File: src/rtl/fdg_pkg.sv
`timescale 1ns / 1ps

package fdg_pkg;

	// window and arithmetic widths
	localparam int MAX_WINDOW = 16;
	localparam int FLOW_W     = 16;
	localparam int MAG_W      = 16;
	localparam int FRAME_W    = 28;
	localparam int TOTAL_W    = 32;
	localparam int NUM_DIR    = 4;
	localparam int SLOT_W     = (MAX_WINDOW > 1) ? $clog2(MAX_WINDOW) : 1;
	localparam int CNT_W      = $clog2(MAX_WINDOW + 1);

	// direction lanes
	localparam int DIR_UP    = 0;
	localparam int DIR_DOWN  = 1;
	localparam int DIR_LEFT  = 2;
	localparam int DIR_RIGHT = 3;

	// window adder tree: groups of four entries, then a sum over the groups
	localparam int GROUP    = 4;
	localparam int N_GROUPS = (MAX_WINDOW + GROUP - 1) / GROUP;
	localparam int PART_W   = FRAME_W + 2;
	localparam int GSUM_W   = $clog2(N_GROUPS) + 1;
	localparam int FULL_W   = (PART_W + GSUM_W > TOTAL_W) ? PART_W + GSUM_W : TOTAL_W + 1;

	// threshold: 3 pixels per frame per area unit, flow in 1/16 pixel
	localparam int WIN_CFG_W  = 5;
	localparam int AREA_W     = 12;
	localparam int THR_SCALE  = 48;
	localparam int THR_W      = 6 + CNT_W + AREA_W;

	// configuration port
	localparam int ADDR_W = 3;
	localparam int DATA_W = 32;
	localparam logic REG_WINDOW = 1'b0;
	localparam logic REG_AREA   = 1'b1;
	localparam logic [WIN_CFG_W-1:0] WINDOW_RESET = 5'd8;
	localparam logic [AREA_W-1:0]    AREA_RESET   = 12'd76;

	typedef struct packed {
		logic signed [FLOW_W-1:0] flow_dx;
		logic signed [FLOW_W-1:0] flow_dy;
		logic                     frame_end;
	} sample_t;

	typedef struct packed {
		logic               waving;
		logic [TOTAL_W-1:0] up_total;
		logic [TOTAL_W-1:0] down_total;
		logic [TOTAL_W-1:0] left_total;
		logic [TOTAL_W-1:0] right_total;
	} result_t;

	typedef struct packed {
		logic [CNT_W-1:0] win;
		logic [THR_W-1:0] thr;
	} cfg_t;

	typedef logic [NUM_DIR-1:0][FRAME_W-1:0]                  dir_frame_t;
	typedef logic [MAX_WINDOW-1:0][NUM_DIR-1:0][FRAME_W-1:0]  history_t;
	typedef logic [NUM_DIR-1:0][N_GROUPS-1:0][PART_W-1:0]     dir_part_t;
	typedef logic [NUM_DIR-1:0][TOTAL_W-1:0]                  dir_total_t;

endpackage

File: src/rtl/fdg_cfg.sv
`timescale 1ns / 1ps

module fdg_cfg (
	input  logic                        clk,
	input  logic                        arst_n,
	input  logic                        psel,
	input  logic                        penable,
	input  logic                        pwrite,
	input  logic [fdg_pkg::ADDR_W-1:0]  paddr,
	input  logic [fdg_pkg::DATA_W-1:0]  pwdata,
	output logic [fdg_pkg::DATA_W-1:0]  prdata,
	output logic                        pready,
	output fdg_pkg::cfg_t               cfg
);

	logic [fdg_pkg::WIN_CFG_W-1:0] window_q;
	logic [fdg_pkg::AREA_W-1:0]    area_q;
	logic [fdg_pkg::THR_W-1:0]     thr_q;
	logic [fdg_pkg::CNT_W-1:0]     win_eff;
	logic                          wr_en;

	assign pready = 1'b1;
	assign wr_en  = psel && penable && pwrite && pready;

	// zero acts as one, above the history depth acts as the depth
	always_comb begin
		if (window_q == '0) begin
			win_eff = fdg_pkg::CNT_W'(1);
		end else if (int'(window_q) > fdg_pkg::MAX_WINDOW) begin
			win_eff = fdg_pkg::CNT_W'(fdg_pkg::MAX_WINDOW);
		end else begin
			win_eff = fdg_pkg::CNT_W'(window_q);
		end
	end

	always_ff @(posedge clk or negedge arst_n) begin
		if (!arst_n) begin
			window_q <= fdg_pkg::WINDOW_RESET;
			area_q   <= fdg_pkg::AREA_RESET;
			thr_q    <= '0;
		end else begin
			if (wr_en) begin
				case (paddr[fdg_pkg::ADDR_W-1])
					fdg_pkg::REG_WINDOW: window_q <= pwdata[fdg_pkg::WIN_CFG_W-1:0];
					fdg_pkg::REG_AREA:   area_q   <= pwdata[fdg_pkg::AREA_W-1:0];
					default: ;
				endcase
			end
			thr_q <= fdg_pkg::THR_W'(win_eff) * fdg_pkg::THR_W'(area_q)
				* fdg_pkg::THR_W'(fdg_pkg::THR_SCALE);
		end
	end

	always_comb begin
		case (paddr[fdg_pkg::ADDR_W-1])
			fdg_pkg::REG_WINDOW: prdata = fdg_pkg::DATA_W'(window_q);
			fdg_pkg::REG_AREA:   prdata = fdg_pkg::DATA_W'(area_q);
			default:             prdata = '0;
		endcase
	end

	assign cfg.win = win_eff;
	assign cfg.thr = thr_q;

endmodule

File: config.mk
export PLATFORM = sky130hd
export DESIGN_NAME = fdg_cfg
export DESIGN_NICKNAME = d
export VERILOG_FILES = /design/src/rtl/fdg_pkg.sv /design/src/rtl/fdg_cfg.sv
export SDC_FILE = /design/constraint.sdc
export NUM_CORES = 1
export LEC_CHECK = 0
export ABC_CLOCK_PERIOD_IN_PS = 9800
export BUFFER_PORTS_ARGS = -buffer_cell sky130_fd_sc_hd__buf_2
export CAP_MARGIN = 20
export CORE_MARGIN = 2
export CORE_UTILIZATION = 55
export CTS_CLUSTER_SIZE = 25
export DETAILED_ROUTE_END_ITERATION = 10
export MAX_ROUTING_LAYER = met4
export PLACE_DENSITY = 0.82
export RECOVER_POWER = 100
export SYNTH_ARGS = -nofsm -noshare
export SYNTH_HDL_FRONTEND = slang
export SYNTH_SLANG_ARGS = --single-unit
File: constraint.sdc
create_clock -name clk -period 9.8 [get_ports clk]
set_input_delay 1.47 -clock clk [delete_from_list [all_inputs] [get_ports clk]]
set_output_delay 1.47 -clock clk [all_outputs]
set_load 0.1 [all_outputs]
* Word-level counts from Yosys, hierarchy flattened
Cells that the tools add are included.
** Word-level totals
- Bits in registers :: 36
- Input bits :: 40
- Logic and storage cells :: 15
** Operators by class
- Order comparisons :: 1
- Reduce and logical (&&, ||, !) cells :: 5
- Bitwise gates (word level) :: 1
- Multipliers :: 2
- Muxes and demuxes :: 3
** Operators with widths (number)
- case mux 32 bit (2 select lines) :: 1
- multiplier 17 x 2 -> 19 bit, second input constant :: 1
- multiplier 5 x 12 -> 17 bit :: 1
- 2-to-1 mux 5 bit :: 2
- greater-than comparator 5 bit, second input constant :: 1
- zero test 5 bit :: 1
- AND reduction 2 bit :: 2
- logical AND 1 bit :: 2
- NOT 1 bit :: 1

* Logic depth before layout (Yosys ltp)
- Word-level depth :: 5
- Gate-level depth with buffers :: 26

* Worst setup path before layout
Ideal clock, no wire load.
- Path kind :: register -> register
- Start point :: register window_q[3] (netlist name)
- End point :: register thr_q[22] (netlist name)
- Data arrival time :: 6.169 ns
- Data required time :: 9.671 ns
- Cell stages (with the launch flop) :: 23
- Path slack :: 3.501 ns
- Period minus slack after synthesis :: 6.299 ns
- Path buffers :: 1
- Path through :: dfstp_2 -> nor2b_1 -> clkbuf_1 -> nand2_1 -> fa_1 -> fa_1 -> fa_1 -> inv_1 -> ha_1 -> o21ai_0 -> nor2_1 -> o21a_1 -> nor2_1 -> xnor2_1 -> ha_1 -> a21o_1 -> a21o_1 -> a21oi_1 -> a21oi_1 -> o221a_2 -> nor2_1 -> a21oi_1 -> o41a_1
** RTL lines
- start: declaration :: line fdg_cfg.sv:16 : logic [fdg_pkg::WIN_CFG_W-1:0] window_q;
- start signal: assignment :: line fdg_cfg.sv:38 : window_q <= fdg_pkg::WINDOW_RESET;
- start signal: assignment :: line fdg_cfg.sv:44 : fdg_pkg::REG_WINDOW: window_q <= pwdata[fdg_pkg::WIN_CFG_W-1:0];
- end signal: assignment :: line fdg_cfg.sv:49 : thr_q <= fdg_pkg::THR_W'(win_eff) * fdg_pkg::THR_W'(area_q)
- end: declaration :: line fdg_cfg.sv:18 : logic [fdg_pkg::THR_W-1:0] thr_q;

* Worst setup path after layout
- Start point :: register window_q[4] (netlist name)
- End point :: register thr_q[20] (netlist name)
** Between the ends
- Cells in the longest elaborated chain, start to end :: 5
- Elaborated cells on any way between the ends :: 6
- Those cells by class :: mul (2); order compare (1); mux (2); reduce/logical (1)
** RTL lines
- greater-than comparator 5 bit :: line fdg_cfg.sv:29 : end else if (int'(window_q) > fdg_pkg::MAX_WINDOW) begin
- 2-to-1 mux 5 bit :: line fdg_cfg.sv:29
- 2-to-1 mux 5 bit (*) :: line fdg_cfg.sv:27 : if (window_q == '0) begin
- multiplier 5 x 12 -> 17 bit (*) :: line fdg_cfg.sv:49
- multiplier 17 x 2 -> 19 bit (*) :: line fdg_cfg.sv:50 : * fdg_pkg::THR_W'(fdg_pkg::THR_SCALE);
Every way passes the cells marked *; elsewhere a longest branch is shown, timed or not.
A chain may end at the register's enable or synchronous reset.

==> results.py <==
metrics = {
    "detailed_routing": {
        "vias": 3300,
        "route.detailed.drc": 0,
        "viasPerCell": 5.464,
        "drtAntennaViolNets": 0,
        "dr.pass1.iters": 4,
        "totalWireLength_um": 7861,
        "wl_per_cell_um": 13.01,
        "drt-initial-drc-count": 124,
    },
    "worst_setup_path": {
        "crit_start": "window_q[4]$_DFFE_PN0P_",
        "path_class": "register to register",
        "startpoint_type": "register",
        "worstPathRequired_ns": 9.96,
        "crit_path_max_fanout": 19,
        "reg2reg_from": "window_q[4]$_DFFE_PN0P_",
        "end_kind": "register",
        "critPathArrivalTime_ns": 6.58,
    },
    "global_routing": {
        "grt.overflow.total": 0,
        "grt_pass1_wl_um": 13450,
        "grt_pass1_vias": 3211,
        "grt.total_usage_pct": 19.91,
        "grt_max_degree": 37,
        "antenna_found_initial": 0,
    },
    "timing": {
        "slew_viol_final": 37,
        "fmax_ghz": 0.1559,
        "post-route-min-period_ns": 6.414,
        "post-route-period-util_pct": 65.44,
        "tns_ns": 0,
        "fin_worst_skew_ns": 0.008152,
        "worstMarginPinSlew_ns": 1.952,
        "finalHoldViolCount": 0,
        "setup_viol": 0,
        "relSlewSlack_pct": -30.12,
        "rsz0062_at_grt": "no",
    },
    "final_layout": {
        "seq_area_um2": 905.9,
        "multiInputGateArea_um2": 2947,
        "drive_above_1_share_pct": 10.10,
        "fillers": 635,
        "syn_to_final_growth_pct": 6.440,
        "n_antenna_cell": 0,
        "stdcell_count": 604,
        "final_nets": 619,
        "post-route-util_pct": 60.93,
    },
    "logic_synthesis": {
        "syn_inst": 458,
        "synthFlopType": "dfrtp_1",
        "async_reset_ff_share_pct": 100.0,
        "syn_area_per_cell_um2": 9.163,
        "yosysSeqAreaShare_pct": 21.59,
        "syn_area_um2": 4197,
        "synth_mux_area_share_pct": 6.142,
        "synthAdderAreaFrac_pct": 27.61,
        "synth-xor-area-share_pct": 4.919,
        "synth_top_family_by_area": "adder cells",
        "synth_seq_cells": 36,
        "synth-simple-area-share_pct": 18.90,
        "synth_compound_area_share_pct": 10.52,
        "synth-warning-count": 0,
        "synth_edf_count": 0,
        "synth.distinct_cells": 51,
    },
    "clock_tree": {
        "cts_resized": 0,
        "post-cts-setup-buffers": 0,
        "cts_sinks": 36,
        "cts_made_buffers": 5,
        "h-tree-depth": 2,
        "clockBufferDepth": 2,
        "clkLatencyLatePin_ns": 0.29,
        "cts_hold_buf": 0,
        "root_buffer": "clkbuf_8",
        "cts_tree": "built",
        "clkTransAtPathRegs_ns": 0.08,
    },
    "hold_path": {
        "hp-start": "window_q[0]$_DFFE_PN0P_",
        "hp-class": "register to register",
    },
    "run": {
        "drv_cap": 1,
    },
    "floorplanning": {
        "io_pins": 101,
        "die_x_um": 91.35,
        "rows": 31,
        "dieArea_um2": 8345,
        "die_h_um": 91.35,
        "coreArea_um2": 7331,
        "start_util_pct": 57.25,
    },
    "placement": {
        "placedCellCount": 597,
        "portBuffers": 53,
        "post-dp-hpwl_um": 6216,
        "gp_congestion": 0.8436,
    },
    "run_status": {
        "status": "complete, but fails checks",
        "violations": "capacitance limit, slew limit",
    },
}
[routing by layer]
metal  track usage [%]  vias up  share of wire [%]
met4             6.439        0                2.0
met2             34.63       89                 53
met1             24.00     1620                 42
met5                 -        -                  0
li1                  -     1573                  -
met3             2.656       18                3.7
[cell usage in the layout, fill, tap and decap left out, drive strengths merged, types with 5 or more instances in the layout]
| cell | count |
|---|---|
| a21o | 5 |
| a21oi | 19 |
| and2 | 52 |
| buf | 15 |
| clkbuf | 44 |
| conb | 25 |
| dfrtp | 32 |
| fa | 31 |
| ha | 43 |
| inv | 52 |
| mux2 | 22 |
| nand2 | 33 |
| nand3 | 8 |
| nand4 | 6 |
| nor2 | 23 |
| nor2b | 6 |
| nor3 | 9 |
| o211ai | 5 |
| o21a | 5 |
| o21ai | 7 |
| xnor2 | 15 |
| xor2 | 6 |
[layout make-up]
class | instances | share of cell area [%]
sequential | 36 | 20.28
multi-input combinational | 357 | 65.97
inverter | 52 | 4.370
timing repair buffer | 53 | 4.874
clock inverter | 1 | 0.1120
tap | 99 | 2.773
clock buffer | 6 | 1.625
[cell families after synthesis]
group | Yosys count
muxes | 23
xor gates and xnor gates | 22
other | 2
buffers and inverters | 88
AOI/OAI and AO/OA | 62
and+or+nand+nor | 151
DFF | 36
adders and majority gates | 74
[cell usage after synthesis, drive strengths merged (2+ instances only)]
library cell	number	area share, %
nand2b	3	0.45
buf	27	4.7
a21o	5	0.92
inv	52	4.7
a21boi	2	0.36
o41a	2	0.54
nand2	33	3.0
clkbuf	9	0.80
conb	2	0.18
nor4	3	0.45
or3	3	0.57
dfrtp	32	19
o211ai	5	0.89
xnor2	15	3.1
a21oi	19	2.3
a31oi	3	0.45
xor2	6	1.3
nand4	6	0.89
nor2b	6	0.89
o21ai	7	0.83
o21a	5	0.89
nor3	9	1.1
mux2	22	5.9
fa	31	15
a211oi	3	0.54
a211o	2	0.42
o21bai	2	0.36
ha	43	13
nand3	8	0.95
dfstp	4	2.5
and2	52	7.8
nor2	23	2.1
[sequential cells by signal, indices dropped and copies added (netlist names)]
| signal | cells |
|---|---|
| thr_q | 19 |
| area_q | 12 |
| window_q | 5 |
[path summary, 6_finish.rpt]
path | to | slack, ns | cells after the start
min in group asynchronous | thr_q[9]$_DFF_PN0_ | 1.72 | 1
setup reg to reg | thr_q[20]$_DFF_PN0_ | 3.39 | 20
max in group asynchronous | window_q[2]$_DFFE_PN0P_ | 6.96 | 1
setup / recovery | thr_q[20]$_DFF_PN0_ | 3.39 | 20
hold reg to reg | window_q[0]$_DFFE_PN0P_ | 0.56 | 1
hold / removal | window_q[0]$_DFFE_PN0P_ | 0.56 | 1
[worst max-delay path, stage by stage (launching register included)]
cell and delay, ns:
dfrtp_1 0.61, nor2b_1 0.79, nand2_1 0.16, fa_1 0.50
fa_1 0.54, fa_1 0.54, inv_1 0.04, ha_1 0.34
a21oi_1 0.21, nor3b_1 0.10, or3_1 0.43, a41oi_1 0.32
nor4_1 0.11, nor3_1 0.33, inv_1 0.19, ha_1 0.39
inv_1 0.13, nor3_1 0.06, a31oi_1 0.13, a21boi_0 0.25
nand4_1 0.12
[through the flow]
stage,setup slack [ns],area [um^2],hold slack (ns)
final,3.386,4467,0.5615
after global routing,2.904,4467,0.5679
after CTS,3.492,4519,0.5558
after detailed placement,3.530,4442,0.5395
after global placement,3.792,4442,0.5312
after floorplan,3.501,4283,0.4988
Power is not shown: default switching activity piles up to over one toggle a cycle in this logic, so the estimate is an artifact.
