==> src/rtl/fdg_pkg.sv <==
`timescale 1ns / 1ps

package fdg_pkg;

	// window and arithmetic widths
	localparam int MAX_WINDOW = 16;
	localparam int FLOW_W     = 16;
	localparam int MAG_W      = 16;
	localparam int FRAME_W    = 28;
	localparam int TOTAL_W    = 32;
	localparam int NUM_DIR    = 4;
	localparam int SLOT_W     = (MAX_WINDOW > 1) ? $clog2(MAX_WINDOW) : 1;
	localparam int CNT_W      = $clog2(MAX_WINDOW + 1);

	// direction lanes
	localparam int DIR_UP    = 0;
	localparam int DIR_DOWN  = 1;
	localparam int DIR_LEFT  = 2;
	localparam int DIR_RIGHT = 3;

	// window adder tree: groups of four entries, then a sum over the groups
	localparam int GROUP    = 4;
	localparam int N_GROUPS = (MAX_WINDOW + GROUP - 1) / GROUP;
	localparam int PART_W   = FRAME_W + 2;
	localparam int GSUM_W   = $clog2(N_GROUPS) + 1;
	localparam int FULL_W   = (PART_W + GSUM_W > TOTAL_W) ? PART_W + GSUM_W : TOTAL_W + 1;

	// threshold: 3 pixels per frame per area unit, flow in 1/16 pixel
	localparam int WIN_CFG_W  = 5;
	localparam int AREA_W     = 12;
	localparam int THR_SCALE  = 48;
	localparam int THR_W      = 6 + CNT_W + AREA_W;

	// configuration port
	localparam int ADDR_W = 3;
	localparam int DATA_W = 32;
	localparam logic REG_WINDOW = 1'b0;
	localparam logic REG_AREA   = 1'b1;
	localparam logic [WIN_CFG_W-1:0] WINDOW_RESET = 5'd8;
	localparam logic [AREA_W-1:0]    AREA_RESET   = 12'd76;

	typedef struct packed {
		logic signed [FLOW_W-1:0] flow_dx;
		logic signed [FLOW_W-1:0] flow_dy;
		logic                     frame_end;
	} sample_t;

	typedef struct packed {
		logic               waving;
		logic [TOTAL_W-1:0] up_total;
		logic [TOTAL_W-1:0] down_total;
		logic [TOTAL_W-1:0] left_total;
		logic [TOTAL_W-1:0] right_total;
	} result_t;

	typedef struct packed {
		logic [CNT_W-1:0] win;
		logic [THR_W-1:0] thr;
	} cfg_t;

	typedef logic [NUM_DIR-1:0][FRAME_W-1:0]                  dir_frame_t;
	typedef logic [MAX_WINDOW-1:0][NUM_DIR-1:0][FRAME_W-1:0]  history_t;
	typedef logic [NUM_DIR-1:0][N_GROUPS-1:0][PART_W-1:0]     dir_part_t;
	typedef logic [NUM_DIR-1:0][TOTAL_W-1:0]                  dir_total_t;

endpackage

==> src/rtl/fdg_frame_acc.sv <==
`timescale 1ns / 1ps

module fdg_frame_acc (
	input  logic                            clk,
	input  logic                            arst_n,
	input  logic                            sample_valid,
	output logic                            sample_stall,
	input  fdg_pkg::sample_t                sample,
	input  fdg_pkg::cfg_t                   cfg,
	input  logic                            adv_s2,
	output logic                            valid_s2,
	output logic [fdg_pkg::MAX_WINDOW-1:0]  mask_s2,
	output fdg_pkg::history_t               history
);

	logic                            valid_s1;
	fdg_pkg::sample_t                sample_s1;
	fdg_pkg::dir_frame_t             frame_q;
	fdg_pkg::dir_frame_t             frame_next;
	fdg_pkg::history_t               hist_q;
	logic [fdg_pkg::SLOT_W-1:0]      slot_q;
	logic [fdg_pkg::CNT_W-1:0]       held_q;
	logic [fdg_pkg::CNT_W-1:0]       held_next;
	logic [fdg_pkg::MAX_WINDOW-1:0]  mask_next;
	logic [fdg_pkg::MAG_W-1:0]       mag_x;
	logic [fdg_pkg::MAG_W-1:0]       mag_y;
	logic [fdg_pkg::NUM_DIR-1:0][fdg_pkg::MAG_W-1:0] addend;
	logic                            consume;
	logic                            frame_take;

	// magnitudes, most negative value gives 2^15
	assign mag_x = sample_s1.flow_dx[fdg_pkg::FLOW_W-1]
		? fdg_pkg::MAG_W'(~sample_s1.flow_dx + 1'b1) : fdg_pkg::MAG_W'(sample_s1.flow_dx);
	assign mag_y = sample_s1.flow_dy[fdg_pkg::FLOW_W-1]
		? fdg_pkg::MAG_W'(~sample_s1.flow_dy + 1'b1) : fdg_pkg::MAG_W'(sample_s1.flow_dy);

	always_comb begin
		addend = '0;
		if (sample_s1.flow_dy[fdg_pkg::FLOW_W-1]) begin
			addend[fdg_pkg::DIR_UP] = mag_y;
		end else begin
			addend[fdg_pkg::DIR_DOWN] = mag_y;
		end
		if (sample_s1.flow_dx[fdg_pkg::FLOW_W-1]) begin
			addend[fdg_pkg::DIR_LEFT] = mag_x;
		end else begin
			addend[fdg_pkg::DIR_RIGHT] = mag_x;
		end
	end

	// saturating frame sums
	always_comb begin
		logic [fdg_pkg::FRAME_W:0] s;
		for (int d = 0; d < fdg_pkg::NUM_DIR; d++) begin
			s = {1'b0, frame_q[d]} + (fdg_pkg::FRAME_W+1)'(addend[d]);
			frame_next[d] = s[fdg_pkg::FRAME_W] ? '1 : s[fdg_pkg::FRAME_W-1:0];
		end
	end

	// a frame end needs room in the window stage, other samples just accumulate
	assign consume      = valid_s1 && (!sample_s1.frame_end || adv_s2);
	assign frame_take   = consume && sample_s1.frame_end;
	assign sample_stall = valid_s1 && !consume;

	assign held_next = (held_q >= cfg.win) ? cfg.win : held_q + 1'b1;

	// entries whose age behind the newest slot is below the held count
	always_comb begin
		logic [fdg_pkg::SLOT_W:0] age;
		for (int i = 0; i < fdg_pkg::MAX_WINDOW; i++) begin
			if (slot_q >= fdg_pkg::SLOT_W'(i)) begin
				age = {1'b0, slot_q} - (fdg_pkg::SLOT_W+1)'(i);
			end else begin
				age = {1'b0, slot_q} + (fdg_pkg::SLOT_W+1)'(fdg_pkg::MAX_WINDOW - i);
			end
			mask_next[i] = age < (fdg_pkg::SLOT_W+1)'(held_next);
		end
	end

	always_ff @(posedge clk or negedge arst_n) begin
		if (!arst_n) begin
			valid_s1 <= 1'b0;
			valid_s2 <= 1'b0;
			frame_q  <= '0;
			slot_q   <= '0;
			held_q   <= '0;
		end else begin
			if (!sample_stall) begin
				valid_s1 <= sample_valid;
			end
			if (consume) begin
				frame_q <= sample_s1.frame_end ? '0 : frame_next;
			end
			if (frame_take) begin
				slot_q <= (slot_q == fdg_pkg::SLOT_W'(fdg_pkg::MAX_WINDOW - 1))
					? '0 : slot_q + 1'b1;
				held_q <= held_next;
			end
			if (adv_s2) begin
				valid_s2 <= frame_take;
			end
		end
	end

	always_ff @(posedge clk) begin
		if (sample_valid && !sample_stall) begin
			sample_s1 <= sample;
		end
		if (frame_take) begin
			hist_q[slot_q] <= frame_next;
			mask_s2        <= mask_next;
		end
	end

	assign history = hist_q;

	a_frame_cleared: assert property (@(posedge clk) disable iff (!arst_n)
		frame_take |=> frame_q == '0)
		else $error("frame sums not cleared after frame end");

	a_mask_count: assert property (@(posedge clk) disable iff (!arst_n)
		valid_s2 |-> $countones(mask_s2) == int'(held_q))
		else $error("window mask does not cover the held frames");

	a_held_range: assert property (@(posedge clk) disable iff (!arst_n)
		frame_take |=> held_q != '0 && int'(held_q) <= fdg_pkg::MAX_WINDOW)
		else $error("held frame count out of range");

endmodule

==> config.mk <==
export PLATFORM = sky130hd
export DESIGN_NAME = fdg_frame_acc
export DESIGN_NICKNAME = d
export VERILOG_FILES = /design/src/rtl/fdg_pkg.sv /design/src/rtl/fdg_frame_acc.sv
export SDC_FILE = /design/constraint.sdc
export NUM_CORES = 1
export LEC_CHECK = 0
export ABC_AREA = 1
export BUFFER_PORTS_ARGS = -buffer_cell sky130_fd_sc_hd__buf_2
export CAP_MARGIN = 20
export CORE_AREA = 2 2 722 724
export CTS_CLUSTER_DIAMETER = 50
export DETAILED_ROUTE_END_ITERATION = 10
export DIE_AREA = 0 0 724 726
export GPL_ROUTABILITY_DRIVEN = 0
export GPL_TIMING_DRIVEN = 0
export HOLD_SLACK_MARGIN = 0.08
export SLEW_MARGIN = 0
export SYNTH_ARGS = -nofsm -noshare
export SYNTH_HDL_FRONTEND = slang
export SYNTH_SLANG_ARGS = --single-unit
==> constraint.sdc <==
create_clock -name clk -period 29.9 [get_ports clk]
set_clock_uncertainty 0.15 [all_clocks]
set_input_delay 5.98 -clock clk [delete_from_list [all_inputs] [get_ports clk]]
set_output_delay 5.98 -clock clk [all_outputs]
set_load 0.05 [all_outputs]
After elaboration in Yosys (flattened, before gate mapping)

Index checks and enable logic that the tools add are counted.

Register bits: 1964
Input bits: 65
Output and inout bits: 1810
Logic and storage cells: 194

$add $sub $neg: 39
$lt $le $gt $ge: 35
Equal/unequal tests: 1
Muxes and demuxes: 32
Bitwise operators: 2
Reduce and logical (&&, ||, !) cells: 9

Operators by type and width:

| kind                                                | number |
|---|---|
| bitwise mux 1792 bit                                | 1 |
| demux 112 bit (select 4 bit)                        | 1 |
| 2-to-1 mux 112 bit                                  | 2 |
| adder 28 x 16 -> 29 bit                             | 4 |
| 2-to-1 mux 28 bit                                   | 4 |
| 2-to-1 mux 16 bit                                   | 6 |
| 2-to-1 mux 5 bit                                    | 17 |
| < comparator 5 bit                                  | 16 |
| adder 4 x 4 -> 5 bit, second input constant         | 8 |
| subtractor 4 x 4 -> 5 bit, second input constant    | 8 |
| adder 16 x 1 -> 16 bit, second input constant       | 2 |
| >= comparator 4 bit, second input constant          | 8 |
| inverter 16 bit                                     | 2 |
| adder 4 x 3 -> 5 bit, second input constant         | 4 |
| subtractor 4 x 3 -> 5 bit, second input constant    | 4 |
| >= comparator 4 x 3 -> 1 bit, second input constant | 4 |
| >= comparator 4 x 1 -> 1 bit, second input constant | 3 |
| adder 4 x 2 -> 5 bit, second input constant         | 2 |
| subtractor 4 x 2 -> 5 bit, second input constant    | 2 |
| >= comparator 4 x 2 -> 1 bit, second input constant | 2 |
| adder 4 x 1 -> 5 bit, second input constant         | 1 |
| adder 4 x 5 -> 5 bit, second input constant         | 1 |
| adder 5 x 1 -> 5 bit, second input constant         | 1 |
| >= comparator 5 bit                                 | 1 |
| 8 further kinds                                     | 14 |

Logic depth before layout (Yosys ltp)

Word-level depth: 7
Depth in mapped cells: 26
Depth with buffers taken out: 26

Worst setup path before layout

No wires, ideal clock.

Kind: input -> register
From: in adv_s2
To: reg hist_q, in the netlist history[1120] (enable)
Library setup time: 721 ps
Arrival time: 14218 ps
Data required time: 29029 ps
Slack: 14811 ps
Cell stages on the path: 5
Buffers on the path: 1
Cell sequence: inv_1 a21oi_2 nand2_1 clkbuf_1 nor3_1

Cells in the longest elaborated chain, start to end: 3

Ends and longest elaborated chain:

| element                         | line                 | RTL |
|---|---|---|
| from (decl)                     | fdg_frame_acc.sv:10  | `input logic adv_s2,` |
| logical OR 1 bit                | fdg_frame_acc.sv:61  | `assign consume = valid_s1 && (!sample_s1.frame_end \|\| adv_s2);` |
| logical AND 1 bit               | fdg_frame_acc.sv:61  |  |
| logical AND 1 bit               | fdg_frame_acc.sv:62  | `assign frame_take = consume && sample_s1.frame_end;` |
| to (signal, indexed assignment) | fdg_frame_acc.sv:110 | `hist_q[slot_q] <= frame_next;` |
| to (decl)                       | fdg_frame_acc.sv:20  | `fdg_pkg::history_t hist_q;` |

No other way between the ends.
A chain may end at the register's enable or synchronous reset.

Worst setup path in the final report

From: in adv_s2
To: out sample_stall

Cells in the longest elaborated chain, start to end: 4

Ends and longest elaborated chain:

| element           | line                | RTL |
|---|---|---|
| logical OR 1 bit  | fdg_frame_acc.sv:61 |  |
| logical AND 1 bit | fdg_frame_acc.sv:61 |  |
| logical NOT 1 bit | fdg_frame_acc.sv:63 | `assign sample_stall = valid_s1 && !consume;` |
| logical AND 1 bit | fdg_frame_acc.sv:63 |  |
| to (decl)         | fdg_frame_acc.sv:7  | `output logic sample_stall,` |

No other way between the ends.

==> impl_summary.txt <==
----------------------------------------------------
[Setup path]
  Critical path launch point type ... input port
  Arrival @ worst endpoint ... 6.94 ns
  Worst Path Class, Setup ... in2out
  Worst-path maximum fanout ... 2
  First element of the critical path ... adv_s2
  Endpoint class of the critical path ... output pin
  Worst reg2reg startpoint ... sample_s1[1]$_DFFE_PP_
  Register-to-Register Path Depth ... 17
  Critical Path RT ... 23.77 ns
  Critical register-to-register path endpoint ... history[1477]$_DFFE_PP_
  Endpoint of the most critical setup path ... sample_stall
  Reg-to-reg setup timing slack ... approximately 25 ns

[Pwr]
  Sw power ... 3.05 mW
  Largest voltage drop on the vdd net ... 0.0000812 V
  Total power consumption of the routed design ... slightly below 9 mW
  Clock network fraction of design power ... 34.3%
  Design internal power ... 5.71 mW
  Pwr Density ... 87.4 mW/mm2
  Leak pwr ... 38.8 nW
  Switching Fraction ... 34.9%
  Sequential Power Share ... 40.4%
  Comb pwr share ... between 20% and 30%

[Outcome]
  Outcome ... finished clean

[Cells and area]
  Syn-to-layout area delta ... 42.8%
  Filler Cell Count ... about 56k
  Area of all sequential standard cells ... 0.0584 mm2
  Multi-input gate area ... 0.0101 mm2
  Final instance count without filler cells ... roughly 14k
  Fin area ... 0.100 mm2
  Layout cells sized above 1 ... 37.0%
  Number of nets in the layout ... 6919

[Floorplanning]
  Y dimension of the die ... 726 um
  Die width ... 724 um
  # IOs ... 1875
  Area of the core ... 0.519 mm2
  DIE AREA ... 0.526 mm2
  Cell row count ... 265
  Starting density of the core ... 13.5%

[Clock tree]
  CTS tree ... built
  Number of sinks on the clock net ... 1964
  H-Tree Level Count ... 4
  Setup Buffers After CTS ... 0
  Number of CTS-inserted buffers ... 240
  Clk Tree Root Cell ... clkbuf_16
  Number of gates given a new drive strength after cts ... 0
  Clock edge transition at the registers on the reported setup and hold paths ... 0.05 ns
  Buffer levels on the longest clock path ... 4
  Count of hold buffers inserted by post-cts repair ... 0
  Skew-Pair Late Insertion Delay ... 0.94 ns

[Yosys]
  Count of flip-flops with a built-in enable after synthesis ... 1841
  Top-area cell type share of the netlist area ... 78.7%
  Number of distinct standard cells referenced by the synthesized netlist ... 42
  Post-synthesis sequential area ratio ... between 80 and 90%
  Cell with the most instances after synthesis ... edfxtp_1
  Synth Warn # ... 0
  Biggest area consumer among synthesized cells ... edfxtp_1
  Post-synthesis instance total ... 4444
  Primary flip-flop cell chosen by synthesis mapping ... edfxtp_1
  Seq cells post-synth ... 1964
  Mapped cell area ... 0.0702 mm2
  Synthesized area per cell ... 15.8 um2
  Biggest area contributors in the synthesized netlist ... edfxtp_1 79%, nand2_1 5.7%, dfrtp_1 4.4%
  Leading cell types by count after synthesis ... 1841 x edfxtp_1, 1074 x nand2_1, 449 x inv_1
  Asr flop ratio synth ... 6.26%

[Timing]
  Total count of max-transition violations in the final report ... 0
  Time the final worst path needs with I/O delays and setup ... 13.07 ns
  Number of failing hold endpoints at the final stage ... 0
  Final TNS setup ... 0 ns
  Unrepaired setup endpoints after global routing ... false
  Share of the clock period used by the worst path after layout ... a little over two fifths
  Timing-limited maximum frequency ... around 77 MHz
  Final setup violation count ... 0
  Worst Max-Slew Pin Slew ... 1.19 ns
  Worst slew margin ... 20.9%
  Worst Hold Slack ... 0.335 ns

[Routing]
  First drt pass iteration count ... 6
  # DRC ... 0
  Sum of routed wire length over all layers ... 304 mm
  Starting DRT DRC Count ... 4496
  Number of vias per cell ... 3.31
  WL/cell ... 21.8 um
  Number of nets with antenna violations after detailed routing ... 0
  Via total after detailed routing ... roughly 46k

[GRT]
  Residual overflow from global routing ... 0
  Maximum number of pins on one net before global-route repair ... 70
  First-pass GRT wire length ... 388 mm
  Number of antenna violations at the first check in global routing ... between 60 and 70
  Total global-route track usage ... 10.8%
  Number of global-route vias before repair ... around 44k

[Placement]
  Total half-perimeter wirelength after legalization and detailed placement ... 232 mm
  Area post-placement ... slightly above 0.09 mm2
  Placed cell count ... 13.4k
  Count of buffers inserted at the top-level ports ... 1851

[Job]
  Max-Cap Viols ... 0

[Min path]
  Class of the most critical hold timing path ... reg2reg

----------------------------------------------------
-- metal layers --
| metal | GRT usage (%) | vias up | part of all wire (%) |
|---|---|---|---|
| met5 | 0 | - | 0.021 |
| met4 | 5.02 | 12 | 4.9 |
| met3 | 2.67 | 493 | 8.3 |
| met2 | 19.0 | 2463 | 50 |
| met1 | 12.3 | 22775 | 37 |
| li1 | - | 20268 | - |
-- placed cells by master (no fill, tap or decap), drive strengths merged --
cell,netlist,final
buf,14,2042
edfxtp,1841,1841
nand2,1099,1099
inv,476,510
clkbuf,26,309
nor2,215,215
nand3,211,211
ha,135,135
dfrtp,123,123
clkinv,4,99
a21oi,75,75
o21ai,63,63
diode,0,57
xor2,46,46
nor3,44,44
nand4,32,32
bufinv,0,26
clkinvlp,0,11
xnor2,9,9
o21bai,8,8
fa,4,4
and2,3,3
o22ai,3,3
a31oi,2,2
nor4,2,2
and3,2,2
conb,1,2
o21a,1,1
o311ai,1,1
a21o,1,1
a21boi,1,1
a2111oi,1,1
o211ai,1,1
-- logic make-up after synthesis --
kind of cell	synth area share (%)
compound gates	1.21
xor+xnor	0.686
fa+ha+maj	2.52
buf+inv	2.87
flops	83.1
other cells	0.00534
simple gates	9.58
-- worst min path at each step --
| stage | cells after the start | endpoint | start | slack (ns) |
|---|---|---|---|---|
| finish | 2 | frame_q[84]$_DFFE_PN0P_ | frame_q[84]$_DFFE_PN0P_ | 0.33 |
| global route | 2 | frame_q[0]$_DFFE_PN0P_ | frame_q[0]$_DFFE_PN0P_ | 0.36 |
| CTS | 2 | frame_q[61]$_DFFE_PN0P_ | frame_q[61]$_DFFE_PN0P_ | 0.34 |
| detailed placement | 2 | frame_q[86]$_DFFE_PN0P_ | frame_q[86]$_DFFE_PN0P_ | 0.32 |
| global placement | 2 | valid_s2$_DFFE_PN0P_ | valid_s2$_DFFE_PN0P_ | 0.32 |
| floorplan | 2 | frame_q[0]$_DFFE_PN0P_ | frame_q[0]$_DFFE_PN0P_ | 0.31 |
-- cell type report --
type	count	share of cell area [%]
Antenna cell	57	0.142
Buffer	40	0.213
Clock buffer	283	6.26
Clock inverter	166	2.02
Inverter	480	1.80
Multi-Input combinational cell	1961	10.0
Sequential cell	1964	58.2
Tap cell	6942	8.66
Timing Repair Buffer	2028	12.6
-- worst max-delay path, cell delays in order --
cell and delay, ns:
buf_2 0.11, nor3_1 0.32, buf_4 0.23, buf_2 0.29
-- flip-flops by register name (all words and copies together), names as in the netlist --
| signal | count |
|---|---|
| valid_s2 | 1 |
| mask_s2 | 16 |
| sample_s1 | 33 |
| history | 1792 |
| frame_q | 112 |
| valid_s1 | 1 |
| slot_q | 4 |
| held_q | 5 |
-- per-stage QoR --
stage	utilization [%]	worst slack (ns)
2_1_floorplan	-	14.81
3_3_place_gp	17.0	0.878
3_5_place_dp	17.7	16.83
4_1_cts	19.3	16.82
5_1_grt	19.3	16.78
6_report	19.3	16.83
-- power groups by stage --
stage          logic [mW]  registers (mW)  clock network (mW)
2_1_floorplan       0.769            3.87                   0
3_3_place_gp         2.07            3.66                   0
3_5_place_dp         2.28            3.60                   0
4_1_cts              2.28            3.54                3.08
5_1_grt              2.40            3.55                3.18
6_report             2.22            3.54                3.00
Power figures use the tool's default switching activity.
