## src/rtl/fdg_pkg.sv

```systemverilog
`timescale 1ns / 1ps

package fdg_pkg;

	// window and arithmetic widths
	localparam int MAX_WINDOW = 16;
	localparam int FLOW_W     = 16;
	localparam int MAG_W      = 16;
	localparam int FRAME_W    = 28;
	localparam int TOTAL_W    = 32;
	localparam int NUM_DIR    = 4;
	localparam int SLOT_W     = (MAX_WINDOW > 1) ? $clog2(MAX_WINDOW) : 1;
	localparam int CNT_W      = $clog2(MAX_WINDOW + 1);

	// direction lanes
	localparam int DIR_UP    = 0;
	localparam int DIR_DOWN  = 1;
	localparam int DIR_LEFT  = 2;
	localparam int DIR_RIGHT = 3;

	// window adder tree: groups of four entries, then a sum over the groups
	localparam int GROUP    = 4;
	localparam int N_GROUPS = (MAX_WINDOW + GROUP - 1) / GROUP;
	localparam int PART_W   = FRAME_W + 2;
	localparam int GSUM_W   = $clog2(N_GROUPS) + 1;
	localparam int FULL_W   = (PART_W + GSUM_W > TOTAL_W) ? PART_W + GSUM_W : TOTAL_W + 1;

	// threshold: 3 pixels per frame per area unit, flow in 1/16 pixel
	localparam int WIN_CFG_W  = 5;
	localparam int AREA_W     = 12;
	localparam int THR_SCALE  = 48;
	localparam int THR_W      = 6 + CNT_W + AREA_W;

	// configuration port
	localparam int ADDR_W = 3;
	localparam int DATA_W = 32;
	localparam logic REG_WINDOW = 1'b0;
	localparam logic REG_AREA   = 1'b1;
	localparam logic [WIN_CFG_W-1:0] WINDOW_RESET = 5'd8;
	localparam logic [AREA_W-1:0]    AREA_RESET   = 12'd76;

	typedef struct packed {
		logic signed [FLOW_W-1:0] flow_dx;
		logic signed [FLOW_W-1:0] flow_dy;
		logic                     frame_end;
	} sample_t;

	typedef struct packed {
		logic               waving;
		logic [TOTAL_W-1:0] up_total;
		logic [TOTAL_W-1:0] down_total;
		logic [TOTAL_W-1:0] left_total;
		logic [TOTAL_W-1:0] right_total;
	} result_t;

	typedef struct packed {
		logic [CNT_W-1:0] win;
		logic [THR_W-1:0] thr;
	} cfg_t;

	typedef logic [NUM_DIR-1:0][FRAME_W-1:0]                  dir_frame_t;
	typedef logic [MAX_WINDOW-1:0][NUM_DIR-1:0][FRAME_W-1:0]  history_t;
	typedef logic [NUM_DIR-1:0][N_GROUPS-1:0][PART_W-1:0]     dir_part_t;
	typedef logic [NUM_DIR-1:0][TOTAL_W-1:0]                  dir_total_t;

endpackage

```

## src/rtl/fdg_decide.sv

```systemverilog
`timescale 1ns / 1ps

module fdg_decide (
	input  logic                         clk,
	input  logic                         arst_n,
	input  logic                         valid_s4,
	input  fdg_pkg::dir_total_t          totals_s4,
	input  logic [fdg_pkg::THR_W-1:0]    thr,
	output logic                         adv_s4,
	output logic                         result_valid,
	input  logic                         result_stall,
	output fdg_pkg::result_t             result
);

	logic                          adv_out;
	logic                          result_valid_q;
	fdg_pkg::result_t              result_q;
	logic [fdg_pkg::TOTAL_W-1:0]   u, d, l, r;
	logic [fdg_pkg::TOTAL_W+2:0]   lru, lrd, d5, u5;
	logic [fdg_pkg::TOTAL_W-1:0]   thr_ext;
	logic                          rel, wave;

	assign adv_out = !result_valid_q || !result_stall;
	assign adv_s4  = !valid_s4 || adv_out;

	assign u = totals_s4[fdg_pkg::DIR_UP];
	assign d = totals_s4[fdg_pkg::DIR_DOWN];
	assign l = totals_s4[fdg_pkg::DIR_LEFT];
	assign r = totals_s4[fdg_pkg::DIR_RIGHT];
	assign thr_ext = fdg_pkg::TOTAL_W'(thr);

	// relative vertical dominance and both horizontal directions above threshold
	assign lru = (fdg_pkg::TOTAL_W+3)'(l) + (fdg_pkg::TOTAL_W+3)'(r) + (fdg_pkg::TOTAL_W+3)'(u);
	assign lrd = (fdg_pkg::TOTAL_W+3)'(l) + (fdg_pkg::TOTAL_W+3)'(r) + (fdg_pkg::TOTAL_W+3)'(d);
	assign d5  = ((fdg_pkg::TOTAL_W+3)'(d) << 2) + (fdg_pkg::TOTAL_W+3)'(d);
	assign u5  = ((fdg_pkg::TOTAL_W+3)'(u) << 2) + (fdg_pkg::TOTAL_W+3)'(u);

	assign rel  = ((lru > d5) && (u > thr_ext)) || ((lrd > u5) && (d > thr_ext));
	assign wave = rel && (l > thr_ext) && (r > thr_ext);

	always_ff @(posedge clk or negedge arst_n) begin
		if (!arst_n) begin
			result_valid_q <= 1'b0;
		end else if (adv_out) begin
			result_valid_q <= valid_s4;
		end
	end

	always_ff @(posedge clk) begin
		if (adv_out && valid_s4) begin
			result_q.waving      <= wave;
			result_q.up_total    <= u;
			result_q.down_total  <= d;
			result_q.left_total  <= l;
			result_q.right_total <= r;
		end
	end

	assign result_valid = result_valid_q;
	assign result       = result_q;

	a_wave_needs_sides: assert property (@(posedge clk) disable iff (!arst_n)
		result_valid_q && result_q.waving |->
			result_q.left_total != '0 && result_q.right_total != '0)
		else $error("waving flagged without horizontal motion");

endmodule
```

## config.mk

```make
export PLATFORM = sky130hd
export DESIGN_NAME = fdg_decide
export DESIGN_NICKNAME = d
export VERILOG_FILES = /design/src/rtl/fdg_pkg.sv /design/src/rtl/fdg_decide.sv
export SDC_FILE = /design/constraint.sdc
export NUM_CORES = 1
export LEC_CHECK = 0
export ABC_AREA = 1
export BUFFER_PORTS_ARGS = -buffer_cell sky130_fd_sc_hd__clkbuf_2
export CAP_MARGIN = 0
export CORE_UTILIZATION = 53
export CTS_BUF_LIST = sky130_fd_sc_hd__clkbuf_16
export DETAILED_ROUTE_END_ITERATION = 16
export PLACE_DENSITY = 0.79
export REMOVE_ABC_BUFFERS = 1
export SETUP_SLACK_MARGIN = 0.05
export SYNTH_ARGS = -nofsm -noshare
export SYNTH_HDL_FRONTEND = slang
export SYNTH_SLANG_ARGS = --single-unit
```

## constraint.sdc

```tcl
create_clock -name clk -period 6.52 [get_ports clk]
set_input_delay 1.956 -clock clk [delete_from_list [all_inputs] [get_ports clk]]
set_output_delay 1.956 -clock clk [all_outputs]
set_load 0.1 [all_outputs]
```

# Word-level counts from Yosys, hierarchy flattened
# Cells that the tools add are included.
[op_classes] order_cmp=6 addsub=5 n_reduce_logical=11
[ops] cell="greater-than comparator 32 x 23 -> 1 bit" count=4
[ops] cell="adder 34 x 32 -> 35 bit" count=2
[ops] cell="adder 35 x 32 -> 35 bit" count=1
[ops] cell="greater-than comparator 34 x 35 -> 1 bit" count=1
[ops] cell="greater-than comparator 35 bit" count=1
[ops] cell="adder 33 x 32 -> 34 bit" count=1
[ops] cell="adder 32 x 32 -> 33 bit" count=1
[ops] cell="logical AND 1 bit" count=5
[ops] cell="logical NOT 1 bit" count=3
[ops] cell="logical OR 1 bit" count=3
[totals] regBits=130 inputBits=155 word_cells=28 output_inout_bits=131

# Logic depth before layout (Yosys ltp)
# Gate-level depths: netlist of the first run.
[depth] depth_word=7 depth_mapped=36 ltp_nobuf=36

# Worst setup path before layout of the first run
# No wires, ideal clock.
[synth_path] path_kind="in2reg" from="input result_stall" to="register result_q (netlist bit result[0]) (enable)" setup_ps=619 t_required_ps=5901 n_path_buf=0 setup_slack_ps=-1565 path_stages=3 t_arrival_ps=7466 cell_sequence="nand2_1 > inv_1 > nor2_1"
[synth_via] elab_chain_cells=3
[synth_lines] element="start: declaration" line_no="fdg_decide.sv:11" text="input logic result_stall,"
[synth_lines] element="logical NOT 1 bit" line_no="fdg_decide.sv:23" text="assign adv_out = !result_valid_q || !result_stall;"
[synth_lines] element="logical OR 1 bit" line_no="fdg_decide.sv:23"
[synth_lines] element="logical AND 1 bit" line_no="fdg_decide.sv:50" text="if (adv_out && valid_s4) begin"
[synth_lines] element="end: declaration" line_no="fdg_decide.sv:17" text="fdg_pkg::result_t result_q;"
# No other way between the ends.
# A chain may end at the register's enable or synchronous reset.

# Worst setup path in the final report of the first run
[layout_path] from="input totals_s4[112] (netlist bit)" to="register result_q (netlist bit result[128]) (data pin)"
[layout_via] elab_chain_cells=7 elab_cells_between_ends=11 classes_between="add/sub (3); order compare (3); reduce/logical (5)"
[layout_lines] element="start: declaration" line_no="fdg_decide.sv:7" text="input fdg_pkg::dir_total_t totals_s4,"
[layout_lines] element="adder 32 x 32 -> 33 bit" line_no="fdg_decide.sv:33, fdg_decide.sv:34"
[layout_lines] element="adder 35 x 32 -> 35 bit / adder 33 x 32 -> 34 bit (equally long branches)" line_no="fdg_decide.sv:33, fdg_decide.sv:34"
[layout_lines] element="greater-than comparator 35 bit / greater-than comparator 34 x 35 -> 1 bit (equally long branches)" line_no="fdg_decide.sv:38" text="assign rel = ((lru > d5) && (u > thr_ext)) || ((lrd > u5) && (d > thr_ext));"
[layout_lines] element="logical AND 1 bit" line_no="fdg_decide.sv:38"
[layout_lines] element="logical OR 1 bit" line_no="fdg_decide.sv:38"
[layout_lines] element="logical AND 1 bit" line_no="fdg_decide.sv:39" text="assign wave = rel && (l > thr_ext) && (r > thr_ext);"
[layout_lines] element="logical AND 1 bit *" line_no="fdg_decide.sv:39"
[layout_lines] element="via wave" line_no="fdg_decide.sv:21" text="logic rel, wave;"
# Mark *: on every way through the listed nets, which the timed path passes. The rest lies on a longest branch.

==> results of run 1 <==
[routing by layer]
layer	GRT usage, %	up-vias
li1	-	8718
met1	44.7	8453
met2	65.3	817
met3	5.67	173
met4	20.7	0
met5	0	-
[critical path: stages]
cell                       delay, ns
sky130_fd_sc_hd__clkbuf_2       0.13
sky130_fd_sc_hd__ha_1           0.37
sky130_fd_sc_hd__a21oi_1        0.17
sky130_fd_sc_hd__inv_1          0.08
sky130_fd_sc_hd__a31oi_1        0.26
sky130_fd_sc_hd__o21ai_1        0.18
sky130_fd_sc_hd__a221oi_2       0.34
sky130_fd_sc_hd__nand2_1        0.09
sky130_fd_sc_hd__nand2_1        0.06
sky130_fd_sc_hd__nand2_1        0.15
sky130_fd_sc_hd__ha_1           0.37
sky130_fd_sc_hd__a21oi_1        0.25
sky130_fd_sc_hd__o21ai_0        0.21
sky130_fd_sc_hd__a211oi_1       0.27
sky130_fd_sc_hd__o21ai_0        0.17
sky130_fd_sc_hd__buf_4          0.17
sky130_fd_sc_hd__xor2_1         0.14
sky130_fd_sc_hd__ha_1           0.34
sky130_fd_sc_hd__nand2_1        0.12
sky130_fd_sc_hd__nor2_1         0.07
sky130_fd_sc_hd__a211oi_2       0.16
sky130_fd_sc_hd__nand2_1        0.08
sky130_fd_sc_hd__nand2_1        0.06
sky130_fd_sc_hd__nand2_1        0.04
sky130_fd_sc_hd__nand2_1        0.15
sky130_fd_sc_hd__a21oi_1        0.09
[sequential cells by signal, summed over array words and instances (netlist names)]
signal and count:
result 129, result_valid 1
[what timing repair did]
action / CTS / global route
pin swaps: 0 / 25
hold buffers: 0 / 0
endpoints found under the setup margin: 1 / 1
setup buffers: 0 / 11
resized for setup: 1 / 48
[layout make-up]
type,count,area [um2]
multi-input combinational,1761,11900
fill,2448,9180
sequential,130,3900
timing repair buffer,580,3650
inverter,258,968
tap,396,495
clock buffer,17,425
clock inverter,15,180
[power by group]
group / leakage, nW / total [mW] / switching (mW) / internal, mW
clock: 0.296 / 1.04 / 0.434 / 0.604
sequential: 1.24 / 0.992 / 0.0134 / 0.979
combinational: 9.45 / 3.65 / 2.24 / 1.41
total: 11.0 / 5.68 / 2.69 / 2.99
[layout by cell type (no fill, tap or decap), types with 6 or more instances in the layout]
cell type,n
sky130_fd_sc_hd__a211oi_1,13
sky130_fd_sc_hd__a21boi_2,6
sky130_fd_sc_hd__a21o_1,32
sky130_fd_sc_hd__a21oi_1,201
sky130_fd_sc_hd__a21oi_2,18
sky130_fd_sc_hd__a221oi_1,9
sky130_fd_sc_hd__a31oi_1,11
sky130_fd_sc_hd__buf_4,294
sky130_fd_sc_hd__clkbuf_16,17
sky130_fd_sc_hd__clkbuf_2,285
sky130_fd_sc_hd__edfxtp_1,129
sky130_fd_sc_hd__ha_1,315
sky130_fd_sc_hd__inv_1,257
sky130_fd_sc_hd__nand2_1,427
sky130_fd_sc_hd__nand2_2,9
sky130_fd_sc_hd__nand3_1,83
sky130_fd_sc_hd__nand4_1,33
sky130_fd_sc_hd__nor2_1,211
sky130_fd_sc_hd__nor3_1,29
sky130_fd_sc_hd__nor4_1,12
sky130_fd_sc_hd__o211ai_1,7
sky130_fd_sc_hd__o21a_1,13
sky130_fd_sc_hd__o21ai_0,92
sky130_fd_sc_hd__o21ai_1,10
sky130_fd_sc_hd__o21ai_2,17
sky130_fd_sc_hd__o21bai_1,13
sky130_fd_sc_hd__o21bai_2,6
sky130_fd_sc_hd__xnor2_1,60
sky130_fd_sc_hd__xor2_1,78
[cell families after synthesis]
family,after synthesis,share of synthesized area [%]
fa+ha+maj,325,24.8
flops,130,23.6
simple gates,822,20.6
buf+inv,258,5.86
xor+xnor,140,7.42
compound gates,474,17.7
[worst min path at each step]
stage                                        start                        to  slack [ns]
after detailed placement  result_valid$_DFFE_PN0N_  result_valid$_DFFE_PN0N_        0.53
after floorplan           result_valid$_DFFE_PN0N_  result_valid$_DFFE_PN0N_        1.01
after CTS                 result_valid$_DFFE_PN0N_  result_valid$_DFFE_PN0N_        0.54
final                     result_valid$_DFFE_PN0N_  result_valid$_DFFE_PN0N_        0.53
after global routing      result_valid$_DFFE_PN0N_  result_valid$_DFFE_PN0N_        0.58
after global placement    result_valid$_DFFE_PN0N_  result_valid$_DFFE_PN0N_        0.47
[per-stage QoR]
step                      hold slack [ns]   TNS, ns  area [um2]
after CTS                           0.540         0       21200
after global placement              0.474    -0.364       20600
final                               0.529         0       21500
after floorplan                      1.01   -201.87       16500
after global routing                0.582  -0.00997       21500
after detailed placement            0.526    -0.484       20600
==> impl.org, run 1 <==
** Critical path
- R2R Path Start :: result_valid$_DFFE_PN0N_
- Data arrives at the worst endpoint at between 6 and 7 ns.
- The most critical setup path has its startpoint at totals_s4[112].
- The worst setup path is launched from an input port.
- Internal reg-to-reg setup slack :: 4.88 ns
- Critical Path End :: result[128]$_DFFE_PP_
- The worst setup path is of the input port to register kind.
- Critical path endpoint category :: register
- STA puts the critical path data required time at roughly 6.7 ns.
- In this run the worst path has a maximum fanout of 5.
- Depth of the most critical reg-to-reg path :: 4
- Worst reg2reg path endpoint :: result[95]$_DFFE_PP_

** Cells and area
- After the last flow step, the layout net total stands at 3228.
- Post-layout instance count excluding filler cells :: about 3200
- Cells with a size suffix above 1 make up approximately a quarter of the layout.
- Number of diodes :: 0
- Measured on the finished design, the core utilization comes to 70.1%.
- Area overhead of the layout relative to synthesis :: 30.0%

** Pwr
- Dividing total power by cell area gives a power density of 264 nW/um2.
- Static leakage power :: 11.0 nW
- Overall power consumption :: about 5.7 mW
- VDD sags by at most ~0.2 mV.

** Drt
- The routed layout has between 15000 and 20000 vias.
- First-pass detailed-route iteration total :: 6
- The highest layer touched by signal routing is met4.
- Residual DRC :: 0
- Total Wirelength :: approximately 61 mm
- After detailed routing, the average wire length per cell comes to just under 20 um.
- Starting DRT DRC Count :: between 1000 and 1500
- Detailed-routed wire length on met2 :: between 20 and 30 mm
- The detailed router put a total of 24.4 mm of wire on met1.
- The routed design uses between 4 and 5 mm of met3 wire.
- In the routed layout, each cell is associated on average with a via count of around 5.8.
- In this run the remaining antenna-violating nets after routing total 0.

** Yosys
- In the post-synthesis netlist, the cell with the most instances is sky130_fd_sc_hd__nand2_1.
- Count of different cell masters after synthesis :: 43
- Cell area after synthesis :: 16500 um2
- Synthesis produced a netlist whose cell count is about 2100.
- Average instance area after synthesis :: 7.69 um2
- Leading area contributor after synthesis :: sky130_fd_sc_hd__ha_1
- By area the synthesized netlist is led by sky130_fd_sc_hd__ha_1, sky130_fd_sc_hd__edfxtp_1, sky130_fd_sc_hd__nand2_1.
- Counting flops and latches in the post-synthesis netlist gives between 100 and 150.
- After synthesis, flip-flops and latches occupy 23.6% of the total area.
- Number of warnings printed during yosys synthesis :: 0
- Counting flops with an async set or reset pin after synthesis yields a share of less than 1%.
- Post-synth top area share :: 24.2%
- Post-synth EDFFs :: around 130
- Among all flip-flop cells after synthesis, the most frequent one is sky130_fd_sc_hd__edfxtp_1.
- Sorting the synthesized cells by how often they occur yields sky130_fd_sc_hd__nand2_1, sky130_fd_sc_hd__ha_1, sky130_fd_sc_hd__inv_1.

** STA
- Headroom to the max-slew limit came out at 49.5%.
- The worst path uses between 90% and 100% of the clock period.
- Max-slew violations :: 0
- Timing would allow up to 159 MHz.
- Counting I/O delays and the setup requirement, the final critical path takes 6.28 ns.
- At the pin with the least slew margin, the transition time is around 0.75 ns.
- Post-layout worst setup margin :: between 0.2 and 0.25 ns
- Final hold violations :: 0
- Setup violations remaining at the end of the flow were counted as 0.
- Final worst clock skew :: about 0.0066 ns

** Global routing
- Total congestion overflow after global routing :: 0
- The number of global-route vias before repair is 17600.
- Global routing used approximately 38% of the available tracks.
- First-pass GRT wire length :: about 91 mm
- Pin count of the biggest net entering global routing :: 130
- The number of antenna violations at the first check in global routing is 0.

** Floorplanning
- The die covers about 32000 um2.
- Initial Utilization :: a little over half
- Placeable core area :: 30700 um2
- The floorplan step set the die width to ~180 um.
- Floorplan row count :: 64
- Pin placement for this block handled ~290 I/O pins.
- In this run the vertical extent of the chip is roughly 180 um.

** Clocking
- The tree built by TritonCTS fans out to 130 sinks.
- TritonCTS clock tree :: done
- The clock tree synthesis step divided the H-tree into 4 levels.
- Maximum buffer depth of the clock tree :: 2
- Clock root buffer :: sky130_fd_sc_hd__clkbuf_16
- Clock latency at the later pin of the worst-skew pair :: 0.47 ns
- Buffers inserted during clock tree synthesis total 17.
- Clock transition at path regs :: ~0.070 ns

** Outcome
- The run finished with clean final reports.

** Place
- Post-place setup slack :: -0.484 ns
- Number of buffers inserted by port buffering :: roughly 290
- Once detailed placement completed, the half-perimeter wirelength came to 50.3 mm.
- Number of instances in the placed design :: 3114
- Final estimated routing congestion in global placement :: 1.00

** Hold path
- HP Class :: register to register
- The worst hold path was traced through 2 stages.

** Job
- Maximum capacitance violations :: 0
(Power assumes the default switching activity.)
==> run 2: changes to the inputs <==
--- a/config.mk
+++ b/config.mk
@@ -12,7 +12,6 @@
 export CTS_BUF_LIST = sky130_fd_sc_hd__clkbuf_16
 export DETAILED_ROUTE_END_ITERATION = 16
 export PLACE_DENSITY = 0.79
-export REMOVE_ABC_BUFFERS = 1
 export SETUP_SLACK_MARGIN = 0.05
 export SYNTH_ARGS = -nofsm -noshare
 export SYNTH_HDL_FRONTEND = slang
==> impl.org, run 2 (synthesis gave the netlist of run 1 again) <==
** Outcome
- Run status :: completed

** Cells and area
- At the end of the flow the core is filled with cells to around 71%.
- Counting the fill cells in the layout gives approximately 2500.
- In the layout the commonest cells are sky130_fd_sc_hd__nand2_1, sky130_fd_sc_hd__buf_4, sky130_fd_sc_hd__ha_1, sky130_fd_sc_hd__clkbuf_2, sky130_fd_sc_hd__inv_1.
- Post-layout instance count excluding filler cells :: about 3200
- The library cell used most frequently in the layout, excluding fill and tap cells, is sky130_fd_sc_hd__nand2_1.
- Layout Cell Area excl Fill :: between 20000 and 25000 um2
- Number of diodes :: 0
- Count of nets after finishing :: 3265
- Number of flip-flops in the largest register :: around 130
- Layout cell share with drive strength beyond 1 :: 27.6%
- Relative to the synthesized area, the layout overhead comes to 32.6%.

** Floorplanning
- The die covers around 32000 um2.
- In this run the standard cell core region covers 30700 um2.
- Die outline width :: 179 um
- Die H :: roughly 180 um
- Initial Utilization :: 53.9%
- approximately 290 I/O pins were placed.
- Floorplan row count :: 64

** Critical path
- The worst setup path is of the input port to register kind.
- At the worst endpoint, the required time is 6.73 ns.
- Worst setup SP type :: input port
- In this design, the critical path's most frequently occurring cell is sky130_fd_sc_hd__nand2_1.
- At the worst endpoint, the arrival time is around 6.5 ns.
- In this run the worst path has a maximum fanout of 4.
- Maximum single-stage delay on the critical path :: between 0.3 and 0.4 ns
- WP buf/inv :: 5
- Among cell families on the critical path, the largest total delay comes from simple AND/OR/NAND/NOR gates.
- The worst setup path is captured at a register.
- The largest individual stage delay along the critical path comes from the cell sky130_fd_sc_hd__fa_2.

** Drt
- Residual DRC :: 0
- Total Wirelength :: between 60 and 70 mm
- DRT antenna net count :: 0
- Via count :: ~18000
- Average via count per standard cell :: between 5 and 6
- DR WL/cell :: 19.9 um
- Starting DRT DRC Count :: 1681
- The first detailed-routing pass took 6 iterations.

** STA
- Max-slew violations :: 0
- On the final layout, the worst clock skew is around 0.014 ns.
- After layout, the minimum clock period comes to approximately 6.3 ns.
- Summed over all failing endpoints, the final setup total negative slack is 0 ns.
- Headroom to the max-slew limit came out at between 50 and 60%.
- Dividing the final minimum period by the clock period gives between 90% and 100%.
- Final worst hold slack :: just over 0.5 ns
- Final setup vio count :: 0
- Derived from the worst setup path, the maximum achievable clock frequency is about 160 MHz.
- Transition at the pin with the smallest max-transition slack :: just over 0.7 ns
- The total count of hold-check failures in the final report was 0.

** Global routing
- Vias in the first global route :: 18200
- Total congestion overflow after global routing :: 0
- All-Layer GR Usage :: between 30% and 40%
- Pin count of the biggest net entering global routing :: 130
- The number of antenna violations at the first check in global routing was 1.
- The first global-routing pass estimated around 94 mm of wire.

** Place
- Number of instances in the placed design :: roughly 3200
- Final estimated routing congestion in global placement :: 0.937
- Number of buffers inserted by port buffering :: 285
- Once placement finished, the instance area stood at ~21000 um2.
- Post-DP HPWL :: ~52 mm

** Clocking
- After clock tree synthesis, the clock-pin slew on the worst setup and hold paths is 0.06 ns.
- Clock tree synthesis inserted a total of 17 buffers.
- The clock net in this run drives a total of 130 sinks.
- TritonCTS clock tree :: done
- Clock latency at the later pin of the worst-skew pair :: approximately 0.47 ns
- After clock tree synthesis, the flow added hold-fix buffers numbering 0.
- Total number of H-tree levels :: 4
- CTS placed an instance of sky130_fd_sc_hd__clkbuf_16 at the clock tree root.
- The clock passes through at most 2 buffers.

** Yosys
- Synthesis produced a netlist with a net count of around 2600.

** Pwr
- In this run the power density over the cells is around 260 nW/um2.
- Worst VDD drop :: ~0.21 mV
- Static leakage power :: roughly 11 nW

** Job
- Maximum capacitance violations :: 0

** Hold path
- The path class of the tightest hold or removal check is register to register.
==> run 2: worst paths after layout <==
path | start | depth (start not counted) | slack (ns) | to
worst max register to register | result_valid$_DFFE_PN0N_ | 4 | 4.87 | result[86]$_DFFE_PP_
min in group asynchronous | arst_n | 1 | 1.26 | result_valid$_DFFE_PN0N_
worst max-delay path | totals_s4[64] | 34 | 0.21 | result[128]$_DFFE_PP_
worst min-delay path | result_valid$_DFFE_PN0N_ | 2 | 0.52 | result_valid$_DFFE_PN0N_
max in group asynchronous | arst_n | 1 | 5.18 | result_valid$_DFFE_PN0N_
worst min register to register | result_valid$_DFFE_PN0N_ | 2 | 0.52 | result_valid$_DFFE_PN0N_
==> run 2: layer usage <==
layer | vias up | routed length [um] | GRT usage [%]
met2 | 893 | 30100 | 67.9
met4 | 0 | 3750 | 24.2
met1 | 8575 | 24800 | 45.9
met5 | - | 0 | 0
li1 | 8781 | - | -
met3 | 214 | 4990 | 5.75
==> run 2: report_power, final <==
part | internal [mW] | switching [mW] | leakage, nW
clock network | 0.566 | 0.436 | 0.291
registers | 0.979 | 0.0139 | 1.24
logic | 1.48 | 2.27 | 9.64
==> run 2: layout make-up <==
cell class / count / area, um2 / share of cell area (%)
clock buffer: 17 / 425 / 1.94
clock inverter: 15 / 159 / 0.725
inverter: 258 / 968 / 4.42
multi-input combinational: 1761 / 12000 / 54.9
sequential: 130 / 3900 / 17.8
tap: 396 / 495 / 2.26
timing repair buffer: 617 / 3930 / 17.9
==> run 2: timing repair <==
item / CTS / global route
pin swaps: 0 / 18
endpoints found under the setup margin: 1 / 1
gates resized for setup: 1 / 79
buffers inserted: 0 / 8
==> run 2: per-stage QoR <==
step	power (mW)	setup slack (ns)
CTS	5.57	0.0511
finish	5.74	0.209
detailed placement	4.54	-0.482
global route	6.10	-0.0414
floorplan	3.20	0.352
global placement	4.45	-0.340
==> run 2: worst min-delay path: stages (launching register included) <==
cell and delay (ns):
sky130_fd_sc_hd__dfrtp_1 0.35, sky130_fd_sc_hd__nand2_1 0.07, sky130_fd_sc_hd__nand2_1 0.06
